**config.mk**
```make
export PLATFORM = sky130hd
export DESIGN_NAME = bfis_tape
export DESIGN_NICKNAME = d
export VERILOG_FILES = /design/src/bfis_tape.sv
export SDC_FILE = /design/constraint.sdc
export NUM_CORES = 2
export LEC_CHECK = 0
export BUFFER_PORTS_ARGS = -buffer_cell sky130_fd_sc_hd__buf_4
export CAP_MARGIN = 10
export CORE_MARGIN = 4
export CORE_UTILIZATION = 55
export DETAILED_ROUTE_END_ITERATION = 10
export PLACE_DENSITY = 0.76
export SYNTH_ARGS = -nofsm -noshare
export SYNTH_HDL_FRONTEND = slang
export SYNTH_SLANG_ARGS = --single-unit
```
**constraint.sdc**
```tcl
create_clock -name clk_i -period 7 [get_ports clk_i]
set_input_delay 0.35 -clock clk_i [delete_from_list [all_inputs] [get_ports clk_i]]
set_output_delay 0.35 -clock clk_i [all_outputs]
set_load 0.005 [all_outputs]
```
**src/bfis_tape.sv**
```systemverilog
module bfis_tape #(
  parameter int unsigned TAPE_CELLS = 300
) (
  input  logic                          clk_i,
  input  logic                          rst_ni,
  input  logic                          clear_i,
  output logic                          busy_o,
  input  logic                          rd_en_i,
  input  logic [$clog2(TAPE_CELLS)-1:0] rd_addr_i,
  output logic [7:0]                    rd_data_o,
  input  logic                          wr_en_i,
  input  logic [$clog2(TAPE_CELLS)-1:0] wr_addr_i,
  input  logic [7:0]                    wr_data_i
);

  localparam int unsigned TW = $clog2(TAPE_CELLS);

  logic [7:0]    mem [TAPE_CELLS];
  logic [7:0]    rd_data_q;
  logic          busy_q, busy_d;
  logic [TW-1:0] clr_q, clr_d;

  // Sweep control: one cell is zeroed per cycle, after reset and on request.
  always_comb begin
    busy_d = busy_q;
    clr_d  = clr_q;
    if (clear_i) begin
      busy_d = 1'b1;
      clr_d  = '0;
    end else if (busy_q) begin
      if (clr_q == TW'(TAPE_CELLS - 1)) begin
        busy_d = 1'b0;
      end else begin
        clr_d = clr_q + TW'(1);
      end
    end
  end

  always_ff @(posedge clk_i or negedge rst_ni) begin
    if (!rst_ni) begin
      busy_q <= 1'b1;
      clr_q  <= '0;
    end else begin
      busy_q <= busy_d;
      clr_q  <= clr_d;
    end
  end

  // Single write port shared by the sweep and the controller, registered read.
  always_ff @(posedge clk_i) begin
    if (busy_q) begin
      mem[clr_q] <= 8'h00;
    end else if (wr_en_i) begin
      mem[wr_addr_i] <= wr_data_i;
    end
    if (rd_en_i) begin
      rd_data_q <= mem[rd_addr_i];
    end
  end

  assign busy_o    = busy_q;
  assign rd_data_o = rd_data_q;

endmodule

```
==> run_summary.xml <==
<?xml version="1.0" encoding="UTF-8"?>
<metrics>
  <group name="floorplan">
    <metric name="placeable_core_region" unit="um^2">170000</metric>
    <metric name="starting_density" unit="">0.555</metric>
    <metric name="core.rowCount" unit="">151</metric>
    <metric name="ios" unit="">40</metric>
    <metric name="dieArea" unit="um^2">178000</metric>
    <metric name="die_w" unit="um">422</metric>
    <metric name="die-height" unit="um">422</metric>
  </group>
  <group name="hold_path">
    <metric name="whs_endpoint" unit="">mem[151][4]</metric>
    <metric name="hold_start" unit="">wr_data_i[4]</metric>
    <metric name="hold_path_class" unit="">in2reg</metric>
    <metric name="min_path_cells" unit="">2</metric>
  </group>
  <group name="setup_path">
    <metric name="slack_of_the_worst_reg_to_reg_path" unit="ns">2.89</metric>
    <metric name="reg2reg_to" unit="">mem[260][6]</metric>
    <metric name="timing.reg2reg.worst_path_depth" unit="">5</metric>
    <metric name="worst_ep_required_time" unit="ns">7.48</metric>
    <metric name="timing_worst_setup_path_type" unit="">reg2reg</metric>
    <metric name="crit_end_element" unit="">flop</metric>
    <metric name="r2r_start" unit="">busy_o</metric>
    <metric name="crit_path_max_fanout" unit="">32</metric>
    <metric name="worst-endpoint-arrival" unit="ns">4.59</metric>
    <metric name="setup.worst_path.start_class" unit="">flop</metric>
  </group>
  <group name="sta">
    <metric name="grt_setup_unrepaired" unit="">no</metric>
    <metric name="holdWs" unit="ns">0.148</metric>
    <metric name="worst_rel_slew_slack" unit="">0.170</metric>
    <metric name="clock_skew" unit="ns">0.0690</metric>
    <metric name="finalWorstPathRequiredPeriod" unit="ns">4.11</metric>
    <metric name="tightestPinTransition" unit="ns">1.24</metric>
    <metric name="finalHoldViolCount" unit="">0</metric>
    <metric name="timing_max_transition_violations_final" unit="">0</metric>
    <metric name="fin_crit_sh" unit="">0.586</metric>
    <metric name="setup-tns-final" unit="ns">0</metric>
    <metric name="fmax" unit="GHz">0.244</metric>
    <metric name="finalSetupViolations" unit="">0</metric>
  </group>
  <group name="grt">
    <metric name="first_global_vias" unit="">47300</metric>
    <metric name="pin_count_of_the_biggest_net_entering_global_routing" unit="">241</metric>
    <metric name="grt_pass1_wl" unit="um">341000</metric>
    <metric name="grt_usage" unit="">0.264</metric>
    <metric name="grt_antenna_before_repair" unit="">6</metric>
    <metric name="grt.overflow.total" unit="">0</metric>
  </group>
  <group name="drt">
    <metric name="detail_route.iter0.violations" unit="">7020</metric>
    <metric name="drt-vias-per-instance" unit="">6.80</metric>
    <metric name="antenna_violating_nets_post_route" unit="">0</metric>
    <metric name="drt_pass1_iterations" unit="">6</metric>
    <metric name="aggregate_routed_wire_length" unit="um">234000</metric>
    <metric name="routed-via-count" unit="">47200</metric>
    <metric name="drt_drc_violations_left" unit="">0</metric>
    <metric name="wl_per_cell" unit="um">33.7</metric>
  </group>
  <group name="power_and_ir_drop">
    <metric name="clockPowerShare" unit="">0.409</metric>
    <metric name="power_switching_share" unit="">0.212</metric>
    <metric name="power.share.sequential" unit="">0.551</metric>
    <metric name="power.density" unit="nW/um^2">274</metric>
    <metric name="combinationalPowerShare" unit="">0.040</metric>
    <metric name="vdd_drop_max" unit="V">0.000285</metric>
    <metric name="p_int" unit="mW">22.5</metric>
    <metric name="cellLeakagePower" unit="nW">32.8</metric>
    <metric name="p_switching" unit="mW">6.04</metric>
  </group>
  <group name="finish">
    <metric name="fill_cells" unit="">11200</metric>
    <metric name="area_growth_syn_to_layout" unit="%">10.0</metric>
    <metric name="drive_above_1_share" unit="">0.226</metric>
    <metric name="multi_input_area" unit="um^2">20400</metric>
    <metric name="seqCellArea" unit="um^2">72600</metric>
    <metric name="finish.utilization" unit="">0.611</metric>
    <metric name="fin_nets" unit="">4563</metric>
  </group>
  <group name="logic_synthesis">
    <metric name="share_of_cell_area_taken_by_muxes_after_synthesis" unit="">0.162</metric>
    <metric name="netlist-cell-type-count" unit="">73</metric>
    <metric name="synth_area_leader" unit="">sky130_fd_sc_hd__edfxtp_1</metric>
    <metric name="synth_warnings" unit="">0</metric>
    <metric name="yosys-top-cells-area" unit="">sky130_fd_sc_hd__edfxtp_1, sky130_fd_sc_hd__mux4_2, sky130_fd_sc_hd__mux2i_1</metric>
    <metric name="sequential_to_total_area_share_from_yosys_stat" unit="">0.768</metric>
    <metric name="mappedNetlistNets" unit="">4478</metric>
    <metric name="async_flop_share" unit="">0.00414</metric>
    <metric name="ys_ff_latch" unit="">2418</metric>
    <metric name="synth_top_family_by_area" unit="">multiplexers</metric>
    <metric name="synthXorXnorAreaFrac" unit="">0.000556</metric>
    <metric name="leading_cell_types_by_count_after_synthesis" unit="">sky130_fd_sc_hd__edfxtp_1, sky130_fd_sc_hd__mux4_2, sky130_fd_sc_hd__nor2_1</metric>
    <metric name="synth_cells" unit="">4446</metric>
    <metric name="area_fraction_in_compound_gates_after_synthesis" unit="">0.0217</metric>
    <metric name="synth-simple-area-share" unit="">0.0305</metric>
    <metric name="post_synth_adder_cell_area" unit="">0.000132</metric>
    <metric name="synth_ff_type" unit="">sky130_fd_sc_hd__edfxtp_1</metric>
    <metric name="synth_most_common_cell" unit="">sky130_fd_sc_hd__edfxtp_1</metric>
    <metric name="mappedNetlistArea" unit="um^2">94500</metric>
    <metric name="synth_area_per_cell" unit="um^2">21.2</metric>
    <metric name="synth_top_area_frac" unit="">0.766</metric>
    <metric name="synth_enable_flop_cells" unit="">2408</metric>
  </group>
  <group name="clocking">
    <metric name="numClockSinks" unit="">2418</metric>
    <metric name="tritoncts" unit="">built</metric>
    <metric name="ctsResizeCount" unit="">0</metric>
    <metric name="post_cts_setup_buffer_count" unit="">0</metric>
    <metric name="worstSkewPairLatency" unit="ns">0.86</metric>
    <metric name="ctsLongestPathBuffers" unit="">3</metric>
    <metric name="ctsHtreeMaxLevel" unit="">4</metric>
    <metric name="path_clk_slew" unit="ns">0.06</metric>
    <metric name="ctsRootBufferMaster" unit="">sky130_fd_sc_hd__clkbuf_16</metric>
    <metric name="hold_bufs_inserted_after_cts" unit="">6</metric>
    <metric name="cts_inserted_buffers" unit="">226</metric>
  </group>
  <group name="placed_design">
    <metric name="detailedPlacementHpwl" unit="um">134000</metric>
    <metric name="place_congestion" unit="">0.841</metric>
    <metric name="port-buffer-count" unit="">39</metric>
  </group>
  <group name="run">
    <metric name="max_cap_viol" unit="">0</metric>
  </group>
  <group name="outcome">
    <metric name="result_of_the_run" unit="">completed</metric>
  </group>
</metrics>
-- state kept, by name, indices dropped and copies added, names as in the netlist --
| signal | count |
|---|---|
| rd_data_o | 8 |
| mem | 2400 |
| busy_o | 1 |
| clr_q | 9 |
-- routing by layer --
layer	vias up	wire (um)	part of all wire	global-route usage
met5	-	25	0.00011	0
met4	4	12000	0.051	0.113
met3	599	27200	0.12	0.0637
met2	3302	111000	0.47	0.405
met1	24600	83800	0.36	0.367
li1	18700	-	-	-
-- layout by cell type, fill, tap and decap left out, types with 9 or more instances in the layout --
cell	Yosys	routed
sky130_fd_sc_hd__a21oi_1	57	57
sky130_fd_sc_hd__nand4_1	11	11
sky130_fd_sc_hd__a31oi_1	17	17
sky130_fd_sc_hd__nand3_1	32	32
sky130_fd_sc_hd__mux4_2	605	605
sky130_fd_sc_hd__a211oi_1	14	14
sky130_fd_sc_hd__o211ai_1	14	14
sky130_fd_sc_hd__o221ai_1	47	47
sky130_fd_sc_hd__a22oi_1	12	12
sky130_fd_sc_hd__nand2_1	179	162
sky130_fd_sc_hd__dfrtp_1	9	9
sky130_fd_sc_hd__a311oi_1	10	10
sky130_fd_sc_hd__o21ai_1	8	9
sky130_fd_sc_hd__o22ai_1	30	30
sky130_fd_sc_hd__clkbuf_1	112	60
sky130_fd_sc_hd__buf_12	0	17
sky130_fd_sc_hd__clkinv_1	1	63
sky130_fd_sc_hd__nor2_1	360	359
sky130_fd_sc_hd__mux2i_1	154	154
sky130_fd_sc_hd__mux2_2	15	15
sky130_fd_sc_hd__clkinv_2	0	34
sky130_fd_sc_hd__o21ai_0	23	22
sky130_fd_sc_hd__nor3_1	20	20
sky130_fd_sc_hd__bufinv_16	0	10
sky130_fd_sc_hd__edfxtp_1	2408	2408
sky130_fd_sc_hd__buf_4	34	94
sky130_fd_sc_hd__clkbuf_16	0	227
sky130_fd_sc_hd__nand2b_1	14	13
sky130_fd_sc_hd__nor2b_1	19	17
sky130_fd_sc_hd__nand2_2	0	17
-- worst max-delay path, cell delays in order, from the launching register on --
cell,delay (ns)
sky130_fd_sc_hd__dfstp_2,0.64
sky130_fd_sc_hd__nor2b_2,0.07
sky130_fd_sc_hd__buf_4,0.24
sky130_fd_sc_hd__o31ai_1,0.71
sky130_fd_sc_hd__nand2_2,0.95
sky130_fd_sc_hd__nor2_1,1.08
-- final cells by class --
class | count | area share
Antenna cell | 6 | 0.000144
Multi-Input combinational cell | 1754 | 0.196
Sequential cell | 2418 | 0.698
Timing Repair Buffer | 122 | 0.0112
Tap cell | 2218 | 0.0267
Clock buffer | 287 | 0.0568
Clock inverter | 127 | 0.0102
Inverter | 9 | 0.000397
-- worst max-delay path by stage --
stage            startpoint      endpoint  slack [ns]  cells past startpoint
2_1_floorplan        busy_o     mem[0][0]        1.13                      4
3_3_place_gp   rd_addr_i[0]  rd_data_o[4]        2.59                      7
3_5_place_dp   rd_addr_i[1]  rd_data_o[6]        2.87                      9
4_1_cts              busy_o   mem[221][2]        3.03                      7
5_1_grt              busy_o   mem[221][0]        2.76                      7
6_report             busy_o   mem[260][6]        2.89                      5
-- power groups by stage --
| stage | sequential, mW | clock [mW] | combinational, mW |
|---|---|---|---|
| global route | 15.7 | 12.4 | 1.18 |
| finish | 15.7 | 11.7 | 1.14 |
| CTS | 15.7 | 11.7 | 1.13 |
| floorplan | 16.0 | 0 | 0.735 |
| detailed placement | 16.0 | 0 | 1.12 |
| global placement | 16.0 | 0 | 1.11 |
-- cells by family after synthesis --
family                   Yosys count
multiplexers                     774
AND/OR/NAND/NOR                  682
adder cells (fa/ha/maj)            1
AO/OA/AOI/OAI                    291
XOR/XNOR                           6
buffers and inverters            274
flip-flops                      2418
-- metrics by stage --
stage / instance area (um^2) / cells / worst slack (ns) / power, mW
floorplan: 94500 / 4446 / 1.13 / 16.7
detailed placement: 96900 / 6515 / 2.87 / 17.1
finish: 104000 / 6941 / 2.89 / 28.5
global placement: 96900 / 6514 / 2.59 / 17.1
CTS: 104000 / 6935 / 3.03 / 28.6
global route: 104000 / 6936 / 2.76 / 29.3
No activity file was read; power rests on OpenSTA's default activity.
